`config.mk`:
```
export PLATFORM = sky130hd
export DESIGN_NAME = incremental_pid_motor_duty_top_flat
export DESIGN_NICKNAME = d
export VERILOG_FILES = /design/src/rtl/ipmd_pkg.sv /design/src/rtl/ipmd_if.sv /design/src/rtl/incremental_pid_motor_duty_top.sv /design/src/rtl/ipmd_seq.sv /design/src/rtl/ipmd_datapath.sv /design/src/flat_wrapper.sv
export SDC_FILE = /design/constraint.sdc
export NUM_CORES = 2
export LEC_CHECK = 0
export ABC_AREA = 1
export BUFFER_PORTS_ARGS = -buffer_cell sky130_fd_sc_hd__clkbuf_2
export CORE_ASPECT_RATIO = 0.7
export CORE_UTILIZATION = 50
export CTS_CLUSTER_DIAMETER = 100
export DETAILED_ROUTE_END_ITERATION = 10
export PLACE_DENSITY_LB_ADDON = 0.05
export SLEW_MARGIN = 30
export SYNTH_ARGS = -nofsm -noshare
export SYNTH_HDL_FRONTEND = slang
export SYNTH_SLANG_ARGS = --single-unit
```
`constraint.sdc`:
```
create_clock -name clk_i -period 8.9 [get_ports clk_i]
set_input_delay 0.445 -clock clk_i [delete_from_list [all_inputs] [get_ports clk_i]]
set_output_delay 0.445 -clock clk_i [all_outputs]
set_load 0.02 [all_outputs]
```
`src/rtl/ipmd_pkg.sv`:
```
// ipmd_pkg: types, constants and microcode table of the incremental PID duty block.
// No dependencies; used by every rtl module.
package ipmd_pkg;

  localparam int unsigned PcW = 3;
  localparam logic [PcW-1:0] LastStep = 3'd5;

  localparam int unsigned ErrW  = 26;
  localparam int unsigned DiffW = 28;
  localparam int unsigned GainW = 16;
  localparam int unsigned ProdW = DiffW + GainW;
  localparam int unsigned AccW  = 46;
  localparam int unsigned IncW  = AccW - 8;
  localparam int unsigned SumW  = 48;
  localparam int unsigned PW    = SumW + 6;
  localparam int unsigned DutyW = 11;

  localparam logic [DutyW-1:0] DutyNeutral = 11'd1000;
  localparam logic [DutyW-1:0] DutyHigh    = 11'd2000;
  localparam logic [DutyW-1:0] DutyLow     = 11'd10;
  localparam logic signed [PW-1:0] PMax    = 54'sd256000;

  localparam logic signed [GainW-1:0] KpReset = 16'sd1280;
  localparam logic signed [GainW-1:0] KiReset = 16'sd0;
  localparam logic signed [GainW-1:0] KdReset = 16'sd2560;

  typedef enum logic [1:0] {
    REG_KP = 2'd0,
    REG_KI = 2'd1,
    REG_KD = 2'd2
  } reg_idx_e;

  typedef enum logic [1:0] {
    GSEL_P = 2'd0,
    GSEL_I = 2'd1,
    GSEL_D = 2'd2
  } gsel_e;

  typedef enum logic [1:0] {
    COND_NEVER    = 2'd0,
    COND_ALWAYS   = 2'd1,
    COND_NO_IN    = 2'd2,
    COND_OUT_BUSY = 2'd3
  } cond_e;

  typedef struct packed {
    logic           accept;
    logic           mac;
    gsel_e          gsel;
    logic           sum_upd;
    logic           out_wr;
    cond_e          cond;
    logic [PcW-1:0] jmp;
  } ucode_t;

  typedef struct packed {
    logic in_valid;
    logic out_busy;
  } dp_status_t;

  function automatic ucode_t ucode_rom(logic [PcW-1:0] pc);
    ucode_t w;
    w = '{accept: 1'b0, mac: 1'b0, gsel: GSEL_P, sum_upd: 1'b0, out_wr: 1'b0,
          cond: COND_NEVER, jmp: '0};
    case (pc)
      3'd0: begin
        w.accept = 1'b1;
        w.cond   = COND_NO_IN;
        w.jmp    = 3'd0;
      end
      3'd1: begin
        w.mac  = 1'b1;
        w.gsel = GSEL_P;
      end
      3'd2: begin
        w.mac  = 1'b1;
        w.gsel = GSEL_I;
      end
      3'd3: begin
        w.mac  = 1'b1;
        w.gsel = GSEL_D;
      end
      3'd4: begin
        w.sum_upd = 1'b1;
      end
      3'd5: begin
        w.out_wr = 1'b1;
        w.cond   = COND_OUT_BUSY;
        w.jmp    = 3'd5;
      end
      default: begin
        w.cond = COND_ALWAYS;
        w.jmp  = 3'd0;
      end
    endcase
    return w;
  endfunction

endpackage

```
`src/rtl/ipmd_if.sv`:
```
// ipmd_if: valid/ready channel interfaces for samples, duty results and gain writes.
// No dependencies; field widths are written out as literals.
interface ipmd_in_if;
  logic               valid;
  logic               ready;
  logic signed [23:0] target_speed;
  logic signed [15:0] measured_speed;
  modport source (output valid, output target_speed, output measured_speed, input ready);
  modport sink   (input valid, input target_speed, input measured_speed, output ready);
endinterface

interface ipmd_out_if;
  logic        valid;
  logic        ready;
  logic [10:0] pwm_duty;
  modport source (output valid, output pwm_duty, input ready);
  modport sink   (input valid, input pwm_duty, output ready);
endinterface

interface ipmd_cfg_if;
  logic        valid;
  logic        ready;
  logic [1:0]  index;
  logic [15:0] data;
  modport source (output valid, output index, output data, input ready);
  modport sink   (input valid, input index, input data, output ready);
endinterface

```
`src/rtl/incremental_pid_motor_duty_top.sv`:
```
// The result beat is registered after the three MAC steps, the sum update and the output
// write of the six-step microprogram that runs the three gain products through one shared
// multiply-accumulate unit; a new sample is accepted only once the last result is written.
// Reset: async active low; gains return to 5.0/0/10.0, error history and sum clear.
// Depends on ipmd_pkg, ipmd_if, ipmd_seq and ipmd_datapath.
module incremental_pid_motor_duty_top import ipmd_pkg::*; (
  input  logic       clk_i,
  input  logic       rst_ni,
  ipmd_cfg_if.sink   cfg_i,
  ipmd_in_if.sink    in_i,
  ipmd_out_if.source out_o
);

  ucode_t     ctl;
  dp_status_t status;

  ipmd_seq u_seq (
    .clk_i    (clk_i),
    .rst_ni   (rst_ni),
    .status_i (status),
    .ctl_o    (ctl)
  );

  ipmd_datapath u_dp (
    .clk_i    (clk_i),
    .rst_ni   (rst_ni),
    .ctl_i    (ctl),
    .status_o (status),
    .cfg_s    (cfg_i),
    .in_s     (in_i),
    .out_s    (out_o)
  );

endmodule

```
`src/rtl/ipmd_seq.sv`:
```
// ipmd_seq: step counter and microcode table with conditional jumps.
// Depends on ipmd_pkg.
module ipmd_seq import ipmd_pkg::*; (
  input  logic       clk_i,
  input  logic       rst_ni,
  input  dp_status_t status_i,
  output ucode_t     ctl_o
);

  logic [PcW-1:0] pc_q, pc_d;
  ucode_t         w;
  logic           take;

  assign w     = ucode_rom(pc_q);
  assign ctl_o = w;

  always_comb begin
    case (w.cond)
      COND_NEVER:    take = 1'b0;
      COND_ALWAYS:   take = 1'b1;
      COND_NO_IN:    take = !status_i.in_valid;
      COND_OUT_BUSY: take = status_i.out_busy;
      default:       take = 1'b0;
    endcase
  end

  always_comb begin
    if (take) begin
      pc_d = w.jmp;
    end else if (pc_q == LastStep) begin
      pc_d = '0;
    end else begin
      pc_d = pc_q + 1'b1;
    end
  end

  always_ff @(posedge clk_i or negedge rst_ni) begin
    if (!rst_ni) begin
      pc_q <= '0;
    end else begin
      pc_q <= pc_d;
    end
  end

endmodule

```
`src/rtl/ipmd_datapath.sv`:
```
// ipmd_datapath: gain registers, error history, shared MAC, saturating sum, duty map.
// Depends on ipmd_pkg and the ipmd interfaces.
module ipmd_datapath import ipmd_pkg::*; (
  input  logic       clk_i,
  input  logic       rst_ni,
  input  ucode_t     ctl_i,
  output dp_status_t status_o,
  ipmd_cfg_if.sink   cfg_s,
  ipmd_in_if.sink    in_s,
  ipmd_out_if.source out_s
);

  logic signed [GainW-1:0] kp_q, ki_q, kd_q;
  logic signed [ErrW-1:0]  e_q, e1_q, e2_q, e_in;
  logic signed [AccW-1:0]  acc_q;
  logic signed [SumW-1:0]  sum_q;
  logic                    ov_q;
  logic [DutyW-1:0]        duty_q, duty_d;

  logic signed [DiffW-1:0] diff;
  logic signed [GainW-1:0] gain;
  logic signed [ProdW-1:0] prod;
  logic signed [AccW-1:0]  acc_rnd;
  logic signed [IncW-1:0]  inc8;
  logic signed [SumW:0]    sum_wide;
  logic signed [SumW-1:0]  sum_d;
  logic signed [PW-1:0]    p, negp;
  logic [PW-9:0]           magq;
  logic [DutyW-1:0]        duty_pos;

  logic accept, out_busy;

  assign cfg_s.ready = 1'b1;
  assign in_s.ready  = ctl_i.accept;
  assign accept      = in_s.valid && ctl_i.accept;
  assign out_busy    = ov_q && !out_s.ready;
  assign status_o    = '{in_valid: in_s.valid, out_busy: out_busy};

  assign out_s.valid    = ov_q;
  assign out_s.pwm_duty = duty_q;

  assign e_in = {{2{in_s.target_speed[23]}}, in_s.target_speed}
              - {{2{in_s.measured_speed[15]}}, in_s.measured_speed, 8'b0};

  always_comb begin
    case (ctl_i.gsel)
      GSEL_P: begin
        gain = kp_q;
        diff = DiffW'(e_q) - DiffW'(e1_q);
      end
      GSEL_I: begin
        gain = ki_q;
        diff = DiffW'(e_q);
      end
      GSEL_D: begin
        gain = kd_q;
        diff = DiffW'(e_q) - (DiffW'(e1_q) <<< 1) + DiffW'(e2_q);
      end
      default: begin
        gain = '0;
        diff = '0;
      end
    endcase
  end

  assign prod = ProdW'(gain) * ProdW'(diff);

  // truncate Q.16 toward zero into Q.8
  assign acc_rnd  = acc_q + (acc_q[AccW-1] ? AccW'(255) : AccW'(0));
  assign inc8     = IncW'(acc_rnd >>> 8);
  assign sum_wide = (SumW+1)'(sum_q) + (SumW+1)'(inc8);

  always_comb begin
    if (sum_wide[SumW] != sum_wide[SumW-1]) begin
      sum_d = sum_wide[SumW] ? {1'b1, {(SumW-1){1'b0}}} : {1'b0, {(SumW-1){1'b1}}};
    end else begin
      sum_d = sum_wide[SumW-1:0];
    end
  end

  // product = sum * 20
  assign p    = (PW'(sum_q) <<< 4) + (PW'(sum_q) <<< 2);
  assign negp = -p;
  assign magq = negp[PW-1:8];
  assign duty_pos = DutyNeutral - {1'b0, p[17:8]};

  always_comb begin
    if (p > PMax) begin
      duty_d = DutyLow;
    end else if (!p[PW-1]) begin
      duty_d = (duty_pos < DutyLow) ? DutyLow : duty_pos;
    end else if (magq >= (PW-8)'(DutyNeutral)) begin
      duty_d = DutyHigh;
    end else begin
      duty_d = DutyNeutral + {1'b0, magq[9:0]};
    end
  end

  always_ff @(posedge clk_i or negedge rst_ni) begin
    if (!rst_ni) begin
      kp_q <= KpReset;
      ki_q <= KiReset;
      kd_q <= KdReset;
    end else if (cfg_s.valid) begin
      case (cfg_s.index)
        REG_KP:  kp_q <= cfg_s.data;
        REG_KI:  ki_q <= cfg_s.data;
        REG_KD:  kd_q <= cfg_s.data;
        default: ;
      endcase
    end
  end

  always_ff @(posedge clk_i or negedge rst_ni) begin
    if (!rst_ni) begin
      e1_q  <= '0;
      e2_q  <= '0;
      sum_q <= '0;
    end else if (ctl_i.sum_upd) begin
      e1_q  <= e_q;
      e2_q  <= e1_q;
      sum_q <= sum_d;
    end
  end

  always_ff @(posedge clk_i or negedge rst_ni) begin
    if (!rst_ni) begin
      ov_q <= 1'b0;
    end else if (ctl_i.out_wr && !out_busy) begin
      ov_q <= 1'b1;
    end else if (out_s.ready) begin
      ov_q <= 1'b0;
    end
  end

  always_ff @(posedge clk_i) begin
    if (accept) begin
      e_q   <= e_in;
      acc_q <= '0;
    end else if (ctl_i.mac) begin
      acc_q <= acc_q + AccW'(prod);
    end
    if (ctl_i.out_wr && !out_busy) begin
      duty_q <= duty_d;
    end
  end

endmodule

```
`src/flat_wrapper.sv`:
```
// flat-port wrapper written by rule: the top's interface ports become plain ports
module incremental_pid_motor_duty_top_flat import ipmd_pkg::*;
  (clk_i, rst_ni, cfg_i_valid, cfg_i_index, cfg_i_data, cfg_i_ready, in_i_valid, in_i_target_speed, in_i_measured_speed, in_i_ready, out_o_valid, out_o_pwm_duty, out_o_ready);
  ipmd_cfg_if cfg_i_i ();
  ipmd_in_if in_i_i ();
  ipmd_out_if out_o_i ();
  input  logic clk_i;
  input  logic rst_ni;
  input wire logic [$bits(cfg_i_i.valid)-1:0] cfg_i_valid;
  input wire logic [$bits(cfg_i_i.index)-1:0] cfg_i_index;
  input wire logic [$bits(cfg_i_i.data)-1:0] cfg_i_data;
  output wire logic [$bits(cfg_i_i.ready)-1:0] cfg_i_ready;
  input wire logic [$bits(in_i_i.valid)-1:0] in_i_valid;
  input wire logic [$bits(in_i_i.target_speed)-1:0] in_i_target_speed;
  input wire logic [$bits(in_i_i.measured_speed)-1:0] in_i_measured_speed;
  output wire logic [$bits(in_i_i.ready)-1:0] in_i_ready;
  output wire logic [$bits(out_o_i.valid)-1:0] out_o_valid;
  output wire logic [$bits(out_o_i.pwm_duty)-1:0] out_o_pwm_duty;
  input wire logic [$bits(out_o_i.ready)-1:0] out_o_ready;
  assign cfg_i_i.valid = cfg_i_valid;
  assign cfg_i_i.index = cfg_i_index;
  assign cfg_i_i.data = cfg_i_data;
  assign cfg_i_ready = cfg_i_i.ready;
  assign in_i_i.valid = in_i_valid;
  assign in_i_i.target_speed = in_i_target_speed;
  assign in_i_i.measured_speed = in_i_measured_speed;
  assign in_i_ready = in_i_i.ready;
  assign out_o_valid = out_o_i.valid;
  assign out_o_pwm_duty = out_o_i.pwm_duty;
  assign out_o_i.ready = out_o_ready;
  incremental_pid_motor_duty_top u_core (.clk_i(clk_i), .rst_ni(rst_ni), .cfg_i(cfg_i_i), .in_i(in_i_i), .out_o(out_o_i));
endmodule
```
==> reports/results.txt <==
The instance count of the mapped netlist was 6033; the largest driver fanout on the critical path was 4. Height of the chip: 244 um. Across all hold checks on the routed design, the worst slack comes to 0.0389 ns.

Post-detailed-route wirelength per cell: 17.6 um. Entering global routing, the biggest net connects 85 pins. The tools report the max-slew violation count as 0.

On the final layout, the worst clock skew is 0.0163 ns. The placeable core area was 82600 um^2; the post-synthesis net count was 6909. The number of warnings issued by yosys was 0; the time the final worst path needs with I/O delays and setup was 8.72 ns. Critical path class: flip-flop to flip-flop. The floorplan has 88 rows. The flip-flop and latch count after synthesis is 232. The port buffer count was 75; the via count of the first global-routing pass was 37.7k. The final routed wirelength across all metal layers is 132000 um, and the depth of the CTS H-tree is 1. The number of flops mapped to enable cells by yosys was 36; the area of the die was 84900 um^2. For the pin with the worst max-slew slack, the measured transition is 1.07 ns. In the post-synthesis netlist, the biggest area contributors are sky130_fd_sc_hd__fa_1, sky130_fd_sc_hd__nand2_1, sky130_fd_sc_hd__inv_1, sky130_fd_sc_hd__ha_1, sky130_fd_sc_hd__dfrtp_1. STA puts the critical path data arrival time at 9.20 ns.

The share of async-settable or async-resettable flops after synthesis is 0.647. In the layout the commonest cells are sky130_fd_sc_hd__nand2_1, sky130_fd_sc_hd__inv_1, sky130_fd_sc_hd__fa_1. The clock transition at the registers of the reported paths is 0.06 ns, and the final net count is 7247. The number of hold violations in the final report was 0. The worst setup path is captured at a flip-flop.

For this run, design rule violations remaining after detail routing come to 0. Headroom to the max-slew limit: 0.289. The clock passes through at most 3 buffers. The share of cells above drive strength 1 was 0.134; the mapped cell area was 41800 um^2. The number of antenna diodes in the final layout is 0. The startpoint class of the critical path is a flip-flop. The final HPWL from detailed placement is 113000 um, and the first-pass GRT wire length is 212000 um. The number of antenna violations at the first check in global routing was 1; the total global routing track utilization was 0.317. Setup repair after global routing could not meet its margin everywhere. The first-pass iteration count of the detailed router was 5; the final clock period utilization by the worst path was 0.980. Per-instance average area after synthesis: 6.94 um^2. The flow ran to the end, and the final reports show no timing, DRC or antenna violations. TritonCTS built the clock tree.

Among the stages of the critical path, the cell type that occurs most often is sky130_fd_sc_hd__inv_1. For this block, the initial DRC count from the detailed router was 3494. The largest single stage delay on the critical path is 0.55 ns.

Routed via count: 38.9k. The TritonCTS buffer count was 28; the worst endpoint required time was 9.38 ns. The clock root buffer is sky130_fd_sc_hd__clkbuf_16. The tools report the aggregate global routing overflow as 0.

The run gives 60 as the number of distinct library cells after synthesis. Slowest library cell on the worst path: sky130_fd_sc_hd__fa_1. The tools report the post-place instance area as 45600 um^2. The total of endpoints with negative setup slack in the final report is 0, and the clock latency on the worst-skew pair is 0.60 ns.

At the end of routability-driven placement, the weighted congestion stood at 1.00. The biggest area contributor in the post-synthesis netlist is sky130_fd_sc_hd__fa_1. The cell area after layout was 48300 um^2; the TritonCTS sink count was 232. The sequential element share of the synthesized area came out at 0.138. For the I/O pin total, the log shows 77. The main flop type after synthesis was sky130_fd_sc_hd__dfrtp_1.

The reported max-cap violation count was 0. Type of the most critical hold path: input port to flip-flop. From synthesis to final layout, the design area changed by 15.4%.

The x dimension of the die is 348 um, and the area share of the leading cell type in the synthesized netlist is 0.246. Leaving out fill and tap cells, the most frequent cell in the layout is sky130_fd_sc_hd__nand2_1. The count of nets left with antenna violations once routing finished came out at 0.

Using the TritonRoute via totals, the vias-per-cell ratio works out to 5.20. The logs give 115 MHz for the maximum clock rate and 0.507 for the initial core utilization.
kinds of logic after synthesis:
family | share of synthesized area
buffers and inverters | 0.142
AOI/OAI and AO/OA | 0.100
other | 0.0000896
and+or+nand+nor | 0.251
DFF | 0.138
adders and majority gates | 0.335
xor gates and xnor gates | 0.0331
critical path, delay by kind of cell, from the launching register on:
kind / cells / cell delay [ns]
fa+ha+maj: 9 / 3.98
compound gates: 19 / 2.72
flops: 1 / 0.36
xor+xnor: 1 / 0.20
simple gates: 4 / 0.28
buf+inv: 14 / 1.06
state kept, by name, indices dropped and copies added (netlist names):
register                    count
u_core.u_dp.out_s.pwm_duty     11
u_core.u_dp.e2_q               25
u_core.u_dp.acc_q              46
u_core.u_dp.kd_q               16
u_core.u_dp.out_s.valid         1
u_core.u_seq.pc_q               3
u_core.u_dp.ki_q               16
u_core.u_dp.sum_q              48
u_core.u_dp.e_q                25
u_core.u_dp.e1_q               25
u_core.u_dp.kp_q               16
per-layer routing:
metal	wire (um)	share of wire	track usage	vias up
met5	0	0	0	-
met4	1440	0.011	0.0349	0
met3	14000	0.11	0.0869	87
met2	47400	0.36	0.406	1214
met1	68900	0.52	0.526	18500
li1	-	-	-	19100
stage by stage:
| step | setup TNS [ns] | setup slack (ns) | std cells | utilization |
|---|---|---|---|---|
| after detailed placement | -7.47 | -0.754 | 7369 | 0.552 |
| after global routing | -1.46 | -0.214 | 7473 | 0.585 |
| final | 0 | 0.177 | 7473 | 0.585 |
| after global placement | -4.26 | -0.533 | 7369 | 0.552 |
| after floorplan | 0 | 0.320 | 6033 | - |
| after CTS | -0.0201 | -0.0201 | 7448 | 0.571 |
cell usage after synthesis, types with 19 or more instances:
master	number
sky130_fd_sc_hd__ha_1	299
sky130_fd_sc_hd__dfxtp_1	46
sky130_fd_sc_hd__a31oi_1	27
sky130_fd_sc_hd__nor3_1	49
sky130_fd_sc_hd__nor2_1	413
sky130_fd_sc_hd__nand4_1	92
sky130_fd_sc_hd__xor2_1	101
sky130_fd_sc_hd__dfrtp_1	146
sky130_fd_sc_hd__nand2_1	1550
sky130_fd_sc_hd__xnor2_1	57
sky130_fd_sc_hd__o21ai_0	275
sky130_fd_sc_hd__nand3_1	201
sky130_fd_sc_hd__a21oi_1	359
sky130_fd_sc_hd__nor4_1	19
sky130_fd_sc_hd__nand2_2	46
sky130_fd_sc_hd__o211ai_1	23
sky130_fd_sc_hd__fa_1	514
sky130_fd_sc_hd__clkbuf_1	113
sky130_fd_sc_hd__edfxtp_1	36
sky130_fd_sc_hd__nor2_2	26
sky130_fd_sc_hd__inv_1	1436
final timing paths:
kind | from | end | slack (ns) | cells after the start
min | out_o_ready | u_core.u_dp.out_s.valid | 0.04 | 2
min in group asynchronous | rst_ni | u_core.u_dp.e2_q[1] | 0.33 | 2
min reg2reg | u_core.u_dp.e2_q[7] | u_core.u_dp.e2_q[7] | 0.48 | 2
max | u_core.u_dp.e_q[3] | u_core.u_dp.acc_q[42] | 0.18 | 47
max reg2reg | u_core.u_dp.e_q[3] | u_core.u_dp.acc_q[42] | 0.18 | 47
max in group asynchronous | rst_ni | u_core.u_dp.sum_q[46] | 7.50 | 3
layout make-up:
type,count,area (um^2)
clock inverter,19,173
fill,7875,34300
timing repair buffer,435,3380
clock buffer,33,749
inverter,1457,5470
sequential,232,5760
tap,1080,1350
multi-input combinational,4217,31400
repair_timing:
action,4_1_cts,5_1_grt
pin swaps,66,172
hold endpoints to repair,39,0
hold buffers,5,0
resized for setup,111,213
buffers inserted,23,28
endpoints found under the setup margin,19,24
Power is not shown: default switching activity piles up to over one toggle a cycle in this logic, so the estimate is an artifact.
